[config.mk]
export PLATFORM = sky130hd
export DESIGN_NAME = utf16_to_utf8_transcoder
export DESIGN_NICKNAME = d
export VERILOG_FILES = /design/src/design/u16u8_pkg.sv /design/src/design/u16u8_decode.sv /design/src/design/utf16_to_utf8_transcoder.sv
export SDC_FILE = /design/constraint.sdc
export NUM_CORES = 1
export LEC_CHECK = 0
export BUFFER_PORTS_ARGS = -buffer_cell sky130_fd_sc_hd__buf_4
export CAP_MARGIN = 15
export CORE_MARGIN = 2
export CORE_UTILIZATION = 59
export DETAILED_ROUTE_END_ITERATION = 16
export PLACE_DENSITY = 0.79
export SLEW_MARGIN = 20
export SYNTH_ARGS = -nofsm -noshare
export SYNTH_HDL_FRONTEND = slang
export SYNTH_HIERARCHICAL = 1
export SYNTH_SLANG_ARGS = --single-unit
[constraint.sdc]
create_clock -name clk -period 3.62 [get_ports clk]
set_input_delay 0.362 -clock clk [delete_from_list [all_inputs] [get_ports clk]]
set_output_delay 0.362 -clock clk [all_outputs]
set_load 0.02 [all_outputs]
[src/design/u16u8_pkg.sv]
// ----------------------------------------------------------------------------
// u16u8_pkg: shared types and constants for the UTF-16 to UTF-8 transcoder
// Holds the decoder result bundle and the UTF-8 marker prefixes.
// ----------------------------------------------------------------------------
package u16u8_pkg;

    localparam int UNIT_W  = 16;
    localparam int BYTE_W  = 8;
    localparam int CP_W    = 21;
    localparam int HELD_W  = 10;
    localparam int SLOTS   = 4;
    localparam int SLOT_W  = 2;

    // Surrogate classes, matched on the top six bits of a unit
    localparam logic [5:0] HIGH_SURR_TAG = 6'b110110;
    localparam logic [5:0] LOW_SURR_TAG  = 6'b110111;

    // UTF-8 lead and continuation prefixes
    localparam logic [7:0] LEAD2_PFX = 8'hC0;
    localparam logic [7:0] LEAD3_PFX = 8'hE0;
    localparam logic [7:0] LEAD4_PFX = 8'hF0;
    localparam logic [7:0] CONT_PFX  = 8'h80;

    // Supplementary-plane offset added to a surrogate pair
    localparam logic [CP_W-1:0] SUPP_BASE = 21'h10000;

    // Result of decoding one code unit against the held surrogate
    typedef struct packed {
        logic                          emit;      // group of bytes produced
        logic [SLOT_W-1:0]             last_idx;  // index of the final byte
        logic [SLOTS-1:0][BYTE_W-1:0]  bytes;     // byte 0 goes out first
        logic                          pend;      // next pending flag
        logic [HELD_W-1:0]             held;      // next held high bits
    } u16u8_dec_t;

endpackage

[src/design/u16u8_decode.sv]
// ----------------------------------------------------------------------------
// u16u8_decode: code unit classifier and UTF-8 encoder
// Combines a unit with the held surrogate state and builds the byte group.
// ----------------------------------------------------------------------------
module u16u8_decode (
    input  logic [15:0]             unit,
    input  logic                    pend,
    input  logic [9:0]              held,
    output u16u8_pkg::u16u8_dec_t   dec
);
    import u16u8_pkg::*;

    logic            is_zero;
    logic            is_low;
    logic            is_high;
    logic [CP_W-1:0] cp;

    // Classify the incoming unit
    assign is_zero = (unit == '0);
    assign is_low  = (unit[15:10] == LOW_SURR_TAG);
    assign is_high = (unit[15:10] == HIGH_SURR_TAG);

    // Resolve surrogate state and pick the code point
    always_comb
    begin
        dec          = '0;
        cp           = {{(CP_W-UNIT_W){1'b0}}, unit};
        if (is_zero)
        begin
            // terminator: drop everything held
        end
        else if (pend)
        begin
            if (is_low)
            begin
                dec.emit = 1'b1;
                cp       = SUPP_BASE + {1'b0, held, unit[9:0]};
            end
        end
        else if (is_high)
        begin
            dec.pend = 1'b1;
            dec.held = unit[9:0];
        end
        else if (!is_low)
        begin
            dec.emit = 1'b1;
        end

        // Encode the code point into up to four bytes
        if (cp[20:7] == '0)
        begin
            dec.last_idx = 2'd0;
            dec.bytes[0] = {1'b0, cp[6:0]};
        end
        else if (cp[20:11] == '0)
        begin
            dec.last_idx = 2'd1;
            dec.bytes[0] = LEAD2_PFX | {3'b000, cp[10:6]};
            dec.bytes[1] = CONT_PFX  | {2'b00, cp[5:0]};
        end
        else if (cp[20:16] == '0)
        begin
            dec.last_idx = 2'd2;
            dec.bytes[0] = LEAD3_PFX | {4'b0000, cp[15:12]};
            dec.bytes[1] = CONT_PFX  | {2'b00, cp[11:6]};
            dec.bytes[2] = CONT_PFX  | {2'b00, cp[5:0]};
        end
        else
        begin
            dec.last_idx = 2'd3;
            dec.bytes[0] = LEAD4_PFX | {5'b00000, cp[20:18]};
            dec.bytes[1] = CONT_PFX  | {2'b00, cp[17:12]};
            dec.bytes[2] = CONT_PFX  | {2'b00, cp[11:6]};
            dec.bytes[3] = CONT_PFX  | {2'b00, cp[5:0]};
        end
    end

endmodule

[src/design/utf16_to_utf8_transcoder.sv]
// ----------------------------------------------------------------------------
// utf16_to_utf8_transcoder: UTF-16 code unit stream to UTF-8 byte stream
// Registers each unit, decodes it against the held surrogate and streams out
// the resulting bytes one per transaction with tlast on the final byte.
// ----------------------------------------------------------------------------
//  channel | dir | signals                       | content
//  s_      | in  | s_tvalid s_tready s_tdata[15:0] | code_unit
//  m_      | out | m_tvalid m_tready m_tdata[7:0]  | utf8_byte, tlast = last_byte
//
//  A unit is registered on input and decoded in the cycle it moves on; the
//  output group register then sends one byte per cycle while m_tready is
//  high. Units that give no bytes (surrogates held or dropped, units that
//  follow an unpaired high surrogate, terminator) leave the input register
//  without waiting on the output. Reset clears the valid flags and the held
//  surrogate. Output stalls back up into the input register, then drop s_tready.
// ----------------------------------------------------------------------------
module utf16_to_utf8_transcoder (
    input  logic        clk,
    input  logic        rst_n,
    input  logic        s_tvalid,
    output logic        s_tready,
    input  logic [15:0] s_tdata,   // [15:0] code_unit
    output logic        m_tvalid,
    input  logic        m_tready,
    output logic [7:0]  m_tdata,   // [7:0] utf8_byte
    output logic        m_tlast
);
    import u16u8_pkg::*;

    logic                         in_valid_reg;
    logic [UNIT_W-1:0]            unit_reg;
    logic                         pend_reg;
    logic [HELD_W-1:0]            held_reg;
    logic                         grp_valid_reg;
    logic [SLOTS-1:0][BYTE_W-1:0] bytes_reg;
    logic [SLOT_W-1:0]            last_reg;
    logic [SLOT_W-1:0]            idx_reg;
    logic [SLOT_W-1:0]            idx_next;

    u16u8_dec_t                   dec;
    logic                         out_take;
    logic                         out_pop;
    logic                         grp_free;
    logic                         advance;
    logic                         load;
    logic                         s_take;

    u16u8_decode u_decode (
        .unit (unit_reg),
        .pend (pend_reg),
        .held (held_reg),
        .dec  (dec)
    );

    // Handshake bookkeeping
    assign out_take = grp_valid_reg && m_tready;
    assign out_pop  = out_take && (idx_reg == last_reg);
    assign grp_free = !grp_valid_reg || out_pop;
    assign advance  = in_valid_reg && (grp_free || !dec.emit);
    assign load     = advance && dec.emit;
    assign s_tready = !in_valid_reg || advance;
    assign s_take   = s_tvalid && s_tready;

    // Drive the output byte
    assign m_tvalid = grp_valid_reg;
    assign m_tdata  = bytes_reg[idx_reg];
    assign m_tlast  = (idx_reg == last_reg);

    // Input register control
    always_ff @(posedge clk or negedge rst_n)
    begin
        if (!rst_n)
        begin
            in_valid_reg <= 1'b0;
        end
        else if (s_take)
        begin
            in_valid_reg <= 1'b1;
        end
        else if (advance)
        begin
            in_valid_reg <= 1'b0;
        end
    end

    // Capture the unit payload
    always_ff @(posedge clk)
    begin
        if (s_take)
        begin
            unit_reg <= s_tdata;
        end
    end

    // Hold the pending high surrogate
    always_ff @(posedge clk or negedge rst_n)
    begin
        if (!rst_n)
        begin
            pend_reg <= 1'b0;
            held_reg <= '0;
        end
        else if (advance)
        begin
            pend_reg <= dec.pend;
            held_reg <= dec.held;
        end
    end

    // Advance the byte index within the group
    always_comb
    begin
        idx_next = idx_reg;
        if (load)
        begin
            idx_next = '0;
        end
        else if (out_take && !out_pop)
        begin
            idx_next = idx_reg + 2'd1;
        end
    end

    // Output group register control
    always_ff @(posedge clk or negedge rst_n)
    begin
        if (!rst_n)
        begin
            grp_valid_reg <= 1'b0;
            idx_reg       <= '0;
        end
        else
        begin
            idx_reg <= idx_next;
            if (load)
            begin
                grp_valid_reg <= 1'b1;
            end
            else if (out_pop)
            begin
                grp_valid_reg <= 1'b0;
            end
        end
    end

    // Load the encoded bytes
    always_ff @(posedge clk)
    begin
        if (load)
        begin
            bytes_reg <= dec.bytes;
            last_reg  <= dec.last_idx;
        end
    end

`ifndef ASSERT_OFF
    a_idx_in_group: assert property (@(posedge clk) disable iff (!rst_n)
        grp_valid_reg |-> (idx_reg <= last_reg))
        else $error("byte index ran past the end of its group");

    a_group_drains: assert property (@(posedge clk) disable iff (!rst_n)
        (out_pop && !load) |=> !grp_valid_reg)
        else $error("group still valid after its final byte left");

    a_term_clears: assert property (@(posedge clk) disable iff (!rst_n)
        (advance && (unit_reg == '0)) |=> !pend_reg)
        else $error("terminator did not clear the held surrogate");

    a_held_zero: assert property (@(posedge clk) disable iff (!rst_n)
        !pend_reg |-> (held_reg == '0))
        else $error("held surrogate bits nonzero with nothing pending");

    a_lead4: assert property (@(posedge clk) disable iff (!rst_n)
        (grp_valid_reg && (last_reg == 2'd3) && (idx_reg == 2'd0))
            |-> (m_tdata[7:3] == 5'b11110))
        else $error("four-byte group without a four-byte lead");
`endif

endmodule
# After elaboration in Yosys (flattened, before gate mapping)

Cells that the tools add are included.
W data, S select, Z words.

Add/sub/neg operators: 2
$lt $le $gt $ge: 1
Eq/ne operators: 3
Multiplexer cells: 25
Reduce and logical (&&, ||, !) cells: 22

Operators with widths:

| operator                 | count |
|---|---|
| $mux W21                 | 3 |
| $mux W11                 | 3 |
| $mux W22                 | 1 |
| $add A17 B20 Y21 const A | 1 |
| $bmux W8 S2              | 1 |
| $logic_not A16 Y1        | 1 |
| $mux W16                 | 1 |
| $mux W8                  | 2 |
| $logic_not A14 Y1        | 1 |
| $eq A6 B6 Y1 const B     | 2 |
| $mux W1                  | 11 |
| $logic_not A10 Y1        | 1 |
| $mux W7                  | 1 |
| $logic_and A1 B1 Y1      | 6 |
| $reduce_bool A2 Y1       | 3 |
| $logic_not A5 Y1         | 1 |
| $logic_not A1 Y1         | 4 |
| $mux W2                  | 2 |
| $logic_or A1 B1 Y1       | 3 |
| $lt A2 B3 Y1 const B     | 1 |
| $reduce_or A3 Y1         | 1 |
| $add A2 B1 Y2 const B    | 1 |
| $eq A2 B2 Y1             | 1 |
| $reduce_or A2 Y1         | 1 |

Register bits after elaboration: 65
Input bits: 20
Output and inout bits: 11
Logic and storage cells: 68

# Longest topological paths before layout

Gate-level depths: netlist (run 1).

Depth after elaboration: 11
Mapped depth: 9
Gate-level depth less buffers: 8

# By module

The synthesis (run 1) kept the hierarchy.

Modules (own cells, without submodules):

| module                   | times used | cells an instance | area each (µm²) | sequential area each (µm²) |
|---|---|---|---|---|
| utf16_to_utf8_transcoder | 1          | 113               | 2422.3          | 1876.8 |
| u16u8_decode             | 1          | 126               | 849.6           | 0.0 |

# Worst setup path after synthesis (run 1)

OpenSTA, ideal clock, no wires.

Path kind: flip-flop to flip-flop
From: reg unit_reg[11]
To: reg unit_reg[0], enable pin
Setup time: 0.390 ns
Arrival: 2.453 ns
Required time: 3.230 ns
Setup slack: 0.777 ns
Cell stages (with the launch flop): 8
Path through: edfxtp_1 -> or4_4 -> nor4_1 -> a31o_2 -> mux2i_1 -> nand2_1 -> a311oi_1 -> nor2b_1

RTL lines:

| element                  | RTL line                       | RTL |
|---|---|---|
| start: declaration       | utf16_to_utf8_transcoder.sv:31 | `logic [UNIT_W-1:0] unit_reg;` |
| start signal: assignment | utf16_to_utf8_transcoder.sv:91 | `unit_reg <= s_tdata;` |

==> metrics.md, run 1 <==
| Metric | Value |
|---|---|
| Status | `completed` |
| Period utilization | `0.770` |
| Syn-to-layout area delta | `13.5%` |
| Max reg flops | `32` |
| Buf/Inv on CP | `2` |
| Die span in x | `78.5 um` |
| Slew Limit Fails | `0` |
| CP top delay family | `simple AND/OR/NAND/NOR gates` |
| Fmax | `359 MHz` |
| Final setup fails | `0` |
| Cell taking the most area after synthesis | `edfxtp_1` |
| Routed vias/inst | `5.93` |
| Flop2flop setup slack | `0.90 ns` |
| Total Die Area | `0.00616 sq mm` |
| Worst Hold Launch | `s_tdata[8]` |
| Routed Antenna Nets | `0` |
| RSZ-0062 raised after global routing | `no` |
| TritonCTS Sinks | `65` |
| DR pass1 iterations | `4` |
| Setup TNS Final | `0 ns` |
| Syn Area/Cell | `13.7 sq um` |
| I/O pin total | `31` |
| CP Launch Type | `flop` |
| Site row count | `27` |
| Reg power frac | `0.472` |
| Worst-case clock buffer depth | `2` |
| DRC violations left | `0` |
| WL per Instance | `18.4 um` |
| Cell Pwr Density | `709 mW/mm^2` |
| Worst-skew pair later-pin latency | `0.34 ns` |
| Worst slew margin | `0.393` |
| Placed cells | `334` |
| Remaining global-route overflow | `0` |
| CP peak stage delay | `0.62 ns` |
| Synthesized flop and latch total | `65` |
| Switching share of power | `0.352` |
| Yosys top cell area share | `0.459` |
| Launch point of the worst reg-to-reg path | `unit_reg[11]` |
| N_diodes | `0` |
| Data required time of the worst path | `3.26 ns` |
| Pre-CTS WS | `0.974 ns` |
| Die Y | `78.5 um` |
| Critical path class | `reg -> out` |
| FFs w/ async S/R, synth | `0.231` |
| Total routing usage reported by global routing | `0.242` |
| Leakage dissipation | `1.43 nW` |
| Hold EP | `unit_reg[8]` |
| Worst-case hold slack | `0.196 ns` |
| HP Class | `in -> reg` |
| Final HPWL from detailed placement | `4590 um` |
| Fin worst setup slack | `0.832 ns` |
| Core area | `0.00544 sq mm` |
| CTS tree | `built` |
| Final net count | `295` |
| Setup crit end kind | `primary output` |
| Vias | `2082` |
| Combinational share of power | `0.336` |
| Core Util, Final | `0.683` |
| Netlist cell types | `63` |
| Num CTS Buffers | `9` |
| Synth Warn # | `6` |
| CP cell instances | `or4_4 > nor4_1 > a31o_2 > mux2i_1 > nand2_1 > a311oi_1 > inv_1 > buf_4` |
| Iteration-0 DRC Markers | `257` |
| Synth Flop Type | `edfxtp_1` |
| EDFF count, synth | `50` |
| Share of cells above drive strength 1 | `0.315` |
| CTS root buffer | `clkbuf_8` |
| Crit Path Max Fanout | `5` |
| Worst R2R Path Depth | `7` |
| Seq/Total Area, Yosys | `0.574` |
| Area contributors post-synth | `edfxtp_1 46%, dfrtp_1 11%, mux4_2 5.5%` |
| Worst-margin pin slew | `0.910 ns` |
| Synthesized area | `0.00327 sq mm` |
| Final std cells w/o fill | `351` |
| CP arrival | `2.43 ns` |
| Critical path's slowest cell | `or4_4` |
| Total Wirelength | `6460 um` |
| Final Wtd Congestion | `0.924` |
| Fin crit period | `2.79 ns` |
| Worst Hold Depth | `1` |
| Port buffer count | `30` |
| Max Cap Viol | `0` |
| Count of final hold-check violations | `0` |
| Largest net degree at the start of global routing | `35` |
| Initial antenna violation count | `0` |
| Crit Reg-Reg Endpoint | `held_reg[5]` |
| Clock share of power | `0.192` |
| Global-route wire length before repair | `11000 um` |
| Sw Pwr | `0.000926 W` |
| Fill count | `402` |
| Layout Skew | `0.00663 ns` |
| Clk slew on worst S/H paths | `0.07 ns` |
| Starting Density | `0.602` |
| Post-Syn Instances | `239` |
| Origin of the worst setup path | `unit_reg[11]` |
| Worst vdd ir | `0.460 mV` |
| Internal | `0.00171 W` |
| H-Tree Level Count | `3` |
| Vias in the first global route | `2148` |
==> through the flow <==
| stage | power [W] | area, sq um |
|---|---|---|
| after floorplan | 0.00185 | 3280 |
| after global placement | 0.00212 | 3540 |
| after detailed placement | 0.00214 | 3540 |
| after CTS | 0.00265 | 3710 |
| after global routing | 0.00278 | 3710 |
| final | 0.00263 | 3710 |
==> synthesized netlist by cell type (all sizes together), types with 2 or more instances <==
cell / instances
mux4: 8
nand3: 8
and3: 6
edfxtp: 50
or4: 2
inv: 14
a21oi: 9
o211ai: 5
nand2: 13
nor3: 6
o31a: 2
a22o: 6
nand4b: 2
buf: 12
nor4: 4
nor2: 10
mux2: 11
nor2b: 2
mux2i: 2
nand4: 4
a221oi: 2
o311ai: 2
a31o: 2
xnor2: 3
o21ai: 7
or2: 2
and2: 11
dfrtp: 15
==> cell usage in the layout (no fill, tap or decap), drive strengths merged, types with 8 or more instances in the layout <==
| master | count |
|---|---|
| edfxtp | 50 |
| buf | 34 |
| dfrtp | 15 |
| inv | 14 |
| nand2 | 13 |
| and2 | 11 |
| mux2 | 11 |
| nor2 | 10 |
| clkbuf | 9 |
| a21oi | 9 |
| mux4 | 8 |
| nand3 | 8 |
==> kinds of logic (layout without fill, tap and decap cells) <==
group | Yosys count | count (layout) | synth area share
DFF | 65 | 65 | 0.574
buffers and inverters | 27 | 65 | 0.0409
and+or+nand+nor | 74 | 74 | 0.138
AOI/OAI and AO/OA | 46 | 46 | 0.116
other | 1 | 3 | 0.00115
muxes | 21 | 21 | 0.111
xor gates and xnor gates | 4 | 4 | 0.0153
adders and majority gates | 1 | 1 | 0.00382
==> power groups by stage <==
stage          clock (W)  combinational (W)  sequential, W
6_report        0.000505           0.000886        0.00124
5_1_grt         0.000548           0.000964        0.00127
3_5_place_dp           0           0.000885        0.00126
3_3_place_gp           0           0.000869        0.00125
4_1_cts         0.000515           0.000890        0.00124
2_1_floorplan          0           0.000693        0.00116
==> final cells by class <==
class                           instances  area (sq um)  area share
Sequential cell                        65          1880       0.505
Multi-Input combinational cell        149          1270       0.342
Timing Repair Buffer                   35           265      0.0714
Clock buffer                            9           124      0.0333
Tap cell                               72          90.1      0.0243
Inverter                               14          52.6      0.0141
Clock inverter                          7          37.5      0.0101
==> per-layer routing <==
metal | vias up | GRT usage | part of all wire
met3 | 12 | 0.0483 | 0.074
met2 | 96 | 0.381 | 0.49
li1 | 986 | - | -
met5 | - | 0 | 0
met1 | 988 | 0.317 | 0.41
met4 | 0 | 0.137 | 0.023
==> what timing repair did <==
| item | in CTS | in global routing |
|---|---|---|
| gates resized for setup | 0 | 0 |
| hold endpoints to repair | 15 | 0 |
| setup buffers | 0 | 0 |
| hold buffers | 1 | 0 |
==> worst max path at each step <==
stage                   to  cells after the start
4_1_cts           s_tready                      8
6_report          s_tready                      8
3_5_place_dp   held_reg[6]                      7
3_3_place_gp   held_reg[8]                      7
5_1_grt           s_tready                      8
2_1_floorplan  unit_reg[0]                      7
==> worst reg2reg max path: cells and delay by family (launching register included) <==
kind | cells | cell delay, ns
AO/OA/AOI/OAI | 3 | 0.70
flip-flops | 1 | 0.46
multiplexers | 2 | 0.58
AND/OR/NAND/NOR | 2 | 0.86
Power figures use the tool's default switching activity.
==> inputs of run 2 (changes only) <==
--- a/config.mk
+++ b/config.mk
@@ -5,12 +5,13 @@
 export SDC_FILE = /design/constraint.sdc
 export NUM_CORES = 1
 export LEC_CHECK = 0
+export ABC_AREA = 1
 export BUFFER_PORTS_ARGS = -buffer_cell sky130_fd_sc_hd__buf_4
 export CAP_MARGIN = 15
 export CORE_MARGIN = 2
-export CORE_UTILIZATION = 59
+export CORE_UTILIZATION = 60
 export DETAILED_ROUTE_END_ITERATION = 16
-export PLACE_DENSITY = 0.79
+export PLACE_DENSITY = 0.8
 export SLEW_MARGIN = 20
 export SYNTH_ARGS = -nofsm -noshare
 export SYNTH_HDL_FRONTEND = slang
==> constraint.sdc (replaced) <==
create_clock -name clk -period 2.9 [get_ports clk]
set_input_delay 0.29 -clock clk [delete_from_list [all_inputs] [get_ports clk]]
set_output_delay 0.29 -clock clk [all_outputs]
set_load 0.02 [all_outputs]
==> metrics.md, run 2 <==
| Metric | Value |
|---|---|
| Status | `completed` |
| Final std cells w/o fill | `502` |
| CP Launch Type | `flop` |
| Post-Syn Instances | `394` |
| Max Cap Viol | `0` |
| Synthesized area | `0.00355 sq mm` |
| Leakage dissipation | `1.79 nW` |
| H-Tree Level Count | `3` |
| Count of final hold-check violations | `0` |
| Remaining global-route overflow | `0` |
| TritonCTS Sinks | `65` |
| Final net count | `443` |
| Syn Area/Cell | `9.00 sq um` |
| Most frequent cells in the layout | `78 x nand2_1, 50 x edfxtp_1, 46 x nor2_1, 44 x nand3_1, 42 x inv_1` |
| FFs w/ async S/R, synth | `0.231` |
| Worst-skew pair later-pin latency | `0.34 ns` |
| Core area | `0.00582 sq mm` |
| CTS tree | `built` |
| Final setup fails | `0` |
| Setup TNS Final | `0 ns` |
| Clk slew on worst S/H paths | `0.07 ns` |
| Vias | `2772` |
| RSZ-0062 raised after global routing | `no` |
| Die span in x | `80.9 um` |
| Largest net degree at the start of global routing | `35` |
| DR pass1 iterations | `5` |
| N_diodes | `0` |
| Synth Warn # | `6` |
| Starting Density | `0.610` |
| I/O pin total | `31` |
| Num CTS Buffers | `9` |
| EDFF count, synth | `50` |
| Synthesized flop and latch total | `65` |
| Iteration-0 DRC Markers | `207` |
| WL per Instance | `15.5 um` |
| Cell Pwr Density | `850 mW/mm^2` |
| Total routing usage reported by global routing | `0.263` |
| Routed Antenna Nets | `0` |
| CTS root buffer | `clkbuf_8` |
| Syn-to-layout area delta | `12.2%` |
| Worst Hold Depth | `1` |
| Vias in the first global route | `2642` |
| Critical path class | `reg -> reg` |
| Fin crit period | `2.47 ns` |
| Most common cell after layout, fill and taps aside | `nand2_1` |
| CP arrival | `2.54 ns` |
| Worst-margin pin slew | `0.665 ns` |
| Max reg flops | `32` |
| Period utilization | `0.851` |
| Synth Flop Type | `edfxtp_1` |
| Seq/Total Area, Yosys | `0.529` |
| Data required time of the worst path | `2.97 ns` |
| Setup crit end kind | `flop` |
| Routed vias/inst | `5.52` |
| Post-cts resize count | `0` |
| Area contributors post-synth | `edfxtp_1 42%, dfrtp_1 11%, nand2_1 8.3%` |
| Worst-case clock buffer depth | `2` |
| Layout Skew | `0.00835 ns` |
| Slew Limit Fails | `0` |
| Placed cells | `485` |
| Die Y | `80.9 um` |
| Share of cells above drive strength 1 | `0.215` |
| Final Wtd Congestion | `0.915` |
| Total Wirelength | `7770 um` |
| Global-route wire length before repair | `12800 um` |
| Netlist cell types | `31` |
| Yosys top cell area share | `0.423` |
| Site row count | `28` |
| Final HPWL from detailed placement | `5790 um` |
| Port buffer count | `30` |
| Cell taking the most area after synthesis | `edfxtp_1` |
| Most frequent cells after synthesis | `78 x nand2_1, 50 x edfxtp_1, 46 x nor2_1` |
| Top-count cell post-synth | `nand2_1` |
| Worst slew margin | `0.557` |
| Initial antenna violation count | `0` |
| Fmax | `405 MHz` |
| Flop2flop setup slack | `0.43 ns` |
| Worst R2R Path Depth | `8` |
| Total Die Area | `0.00654 sq mm` |
| DRC violations left | `0` |
| Crit Path Max Fanout | `15` |
| Worst vdd ir | `0.597 mV` |
| HP Class | `in -> reg` |
## run 2: cell types whose count changed after synthesis, moves of 8 or more
cell / previous run / this run
and2_1: 11 / 0
inv_1: 12 / 42
mux2_4: 10 / 0
mux4_2: 8 / 0
nand2_1: 11 / 78
nand2_2: 1 / 20
nand3_1: 8 / 44
nor2_1: 10 / 46
o21ai_0: 5 / 24
## run 2: cells by family (layout without fill, tap and decap cells)
group,Yosys count,after routing,share of synthesized area
DFF,65,65,0.529
adders and majority gates,1,1,0.00353
buffers and inverters,65,96,0.0878
AOI/OAI and AO/OA,45,45,0.0709
xor gates and xnor gates,1,1,0.00247
other,1,3,0.00106
and+or+nand+nor,216,216,0.305
## run 2: cell type report
class                   count  area [sq um]
fillers                   480          1830
inverters                  47           176
well taps                  75          93.8
clock buffers               9           124
repair buffers             33           250
multi-input cells         266          1370
flip-flops and latches     65          1880
clock inverters             7          93.8
## run 2: through the flow
step | cell area [sq um] | hold slack [ns] | total power [W] | worst slack (ns) | utilization
after floorplan | 3550 | -0.00559 | 0.00223 | 0.687 | -
after global placement | 3750 | 0.150 | 0.00253 | 0.505 | 0.645
after detailed placement | 3750 | 0.152 | 0.00257 | 0.483 | 0.645
after CTS | 3980 | 0.107 | 0.00340 | 0.453 | 0.685
after global routing | 3980 | 0.110 | 0.00358 | 0.274 | 0.685
final | 3980 | 0.123 | 0.00338 | 0.433 | 0.685
## run 2: per-layer routing
metal,global-route usage,vias up,wire [um]
li1,-,1359,-
met1,0.339,1285,3240
met2,0.429,105,3810
met3,0.0533,23,457
met4,0.124,0,265
met5,0,-,0
## run 2: final timing paths
kind,startpoint,to
worst max-delay path,held_reg[6],bytes_reg[19]
worst min-delay path,s_tdata[15],unit_reg[15]
worst max register to register,held_reg[6],bytes_reg[19]
worst min register to register,held_reg[2],held_reg[2]
max in group asynchronous,rst_n,pend_reg
min in group asynchronous,rst_n,held_reg[7]
## run 2: power breakdown
group | total [W] | switching [W] | leakage [nW] | internal, W
Clock | 0.000832 | 0.000349 | 0.106 | 0.000483
Sequential | 0.00148 | 0.000210 | 0.652 | 0.00127
Combinational | 0.00107 | 0.000713 | 1.03 | 0.000358
## run 2: critical path: stages (launching register included)
cell and delay, ns:
dfrtp_1 0.44, ha_1 0.25, xor2_1 0.20, o21ai_2 0.36, nand2_4 0.19, nor2_4 0.26
nand2_4 0.17, nand2_1 0.20, o21ai_0 0.13
## run 2: repair_timing
item,in CTS,in global routing
setup buffers,0,0
hold buffers,1,0
endpoints found under the hold margin,15,0
==> inputs of run 3 (changes only) <==
--- a/config.mk
+++ b/config.mk
@@ -5,13 +5,12 @@
 export SDC_FILE = /design/constraint.sdc
 export NUM_CORES = 1
 export LEC_CHECK = 0
-export ABC_AREA = 1
 export BUFFER_PORTS_ARGS = -buffer_cell sky130_fd_sc_hd__buf_4
 export CAP_MARGIN = 15
 export CORE_MARGIN = 2
-export CORE_UTILIZATION = 60
+export CORE_UTILIZATION = 59
 export DETAILED_ROUTE_END_ITERATION = 16
-export PLACE_DENSITY = 0.8
+export PLACE_DENSITY = 0.79
 export SLEW_MARGIN = 20
 export SYNTH_ARGS = -nofsm -noshare
 export SYNTH_HDL_FRONTEND = slang
==> metrics.md, run 3 (synthesis gave the netlist of run 1 again) <==
| Metric | Value |
|---|---|
| Status | `completed` |
| Critical path class | `reg -> out` |
| Clk slew on worst S/H paths | `0.07 ns` |
| CP cell instances | `or4_4 > nor4_1 > a31o_2 > mux2i_1 > nand2_1 > a311oi_1 > inv_1 > buf_4` |
| DR pass1 iterations | `5` |
| Final Wtd Congestion | `0.921` |
| Layout Skew | `0.00688 ns` |
| Overall power | `0.00340 W` |
| Final setup fails | `0` |
| DRC violations left | `0` |
| Iteration-0 DRC Markers | `160` |
| Num CTS Buffers | `9` |
| CP top delay family | `simple AND/OR/NAND/NOR gates` |
| Worst-case clock buffer depth | `2` |
| Cell Pwr Density | `902 mW/mm^2` |
| Final net count | `299` |
| Slew Limit Fails | `0` |
| Most frequent cells in the layout | `50 x edfxtp_1, 38 x buf_4, 15 x dfrtp_1, 12 x inv_1` |
| WL per Instance | `18.1 um` |
| Final HPWL from detailed placement | `4740 um` |
| Worst slew margin | `0.423` |
| CTS tree | `built` |
| Setup crit end kind | `primary output` |
| Worst vdd ir | `0.642 mV` |
| Global-route wire length before repair | `10300 um` |
| Worst-skew pair later-pin latency | `0.34 ns` |
| HP Class | `in -> reg` |
| Max Cap Viol | `0` |
| Vias | `2160` |
| Total Wirelength | `6430 um` |
| CTS root buffer | `clkbuf_8` |
| CP peak stage delay | `0.62 ns` |
| Site row count | `27` |
| Core Util, Final | `0.693` |
| Fin crit period | `2.70 ns` |
| Period utilization | `0.930` |
| Syn-to-layout area delta | `15.2%` |
| Die span in x | `78.5 um` |
| Routed vias/inst | `6.08` |
| N_diodes | `0` |
| CP Launch Type | `flop` |
| Data required time of the worst path | `2.61 ns` |
| Die Y | `78.5 um` |
| Initial antenna violation count | `0` |
| Routed Antenna Nets | `0` |
| RSZ-0062 raised after global routing | `no` |
| TritonCTS Sinks | `65` |
| Worst-case hold slack | `0.124 ns` |
| Core area | `0.00544 sq mm` |
| Placed cells | `338` |
| Share of cells above drive strength 1 | `0.329` |
| Most common cell after layout, fill and taps aside | `edfxtp_1` |
| Total routing usage reported by global routing | `0.231` |
| Max reg flops | `32` |
| Port buffer count | `30` |
| I/O pin total | `31` |
| Critical path's slowest cell | `or4_4` |
| H-Tree Level Count | `3` |
| Remaining global-route overflow | `0` |
| Vias in the first global route | `2075` |
| Crit Path Max Fanout | `5` |
| CP arrival | `2.41 ns` |
| Count of final hold-check violations | `0` |
| Final std cells w/o fill | `355` |
| Setup TNS Final | `0 ns` |
| Starting Density | `0.602` |
| Worst-margin pin slew | `0.865 ns` |
| Fmax | `371 MHz` |
| Fill count | `370` |
| Buf/Inv on CP | `2` |
| Leakage dissipation | `1.47 nW` |
| Largest net degree at the start of global routing | `35` |
| Total Die Area | `0.00616 sq mm` |
## run 3: changes by cell type in the layout (fill, tap and decap cells not counted), moves of 6 or more
cell,previous run,this run
a22o_1,0,6
and2_1,0,11
and3_1,0,6
buf_4,32,38
inv_1,42,12
mux2_4,0,10
mux4_2,0,8
nand2_1,78,11
nand2_2,20,1
nand3_1,44,8
nor2_1,46,10
o21ai_0,24,5
o22ai_1,8,1
## run 3: final timing paths
path                                    from     endpoint  slack, ns  depth (start not counted)
worst min register to register   held_reg[5]  held_reg[5]       0.54                          1
min in group asynchronous              rst_n  held_reg[2]       0.34                          2
worst max-delay path            unit_reg[11]     s_tready       0.20                          8
worst min-delay path              s_tdata[4]  unit_reg[4]       0.12                          1
max in group asynchronous              rst_n  held_reg[9]       2.38                          2
worst max register to register  unit_reg[11]  held_reg[1]       0.24                          7
## run 3: timing repair
item                                   CTS  global route
hold buffers                             1             0
buffers inserted                         0             0
endpoints found under the hold margin   15             0
resized for setup                        0             0
## run 3: power breakdown
| group | internal, W | switching (W) | total, W |
|---|---|---|---|
| logic | 0.000534 | 0.000629 | 0.00116 |
| registers | 0.00132 | 0.000196 | 0.00151 |
| clock network | 0.000392 | 0.000335 | 0.000727 |
## run 3: final cells by class
type                    count  area (sq um)  area share
clock buffers              10           128      0.0339
clock inverters             6          58.8      0.0156
multi-input cells         149          1270       0.337
repair buffers             39           295      0.0783
flip-flops and latches     65          1880       0.498
well taps                  72          90.1      0.0239
inverters                  14          52.6      0.0139
## run 3: worst reg2reg max path, cell delays in order, from the launching register on
cell      delay, ns
edfxtp_1       0.46
or4_4          0.63
nor4_1         0.22
a31o_2         0.24
mux2i_1        0.11
a21boi_0       0.23
a41oi_2        0.20
mux2_4         0.46
## run 3: through the flow
step                      setup slack [ns]  instance area, sq um
after global routing                0.0478                  3770
after global placement               0.326                  3570
final                                0.204                  3770
after CTS                            0.189                  3770
after detailed placement             0.235                  3570
after floorplan                     0.0566                  3280
## run 3: per-layer routing
layer  vias up  GRT usage  share of wire
met3        20     0.0437          0.072
li1        995          -              -
met5         -          0              0
met1      1040      0.299           0.41
met4         0      0.137          0.034
met2       105      0.366           0.48
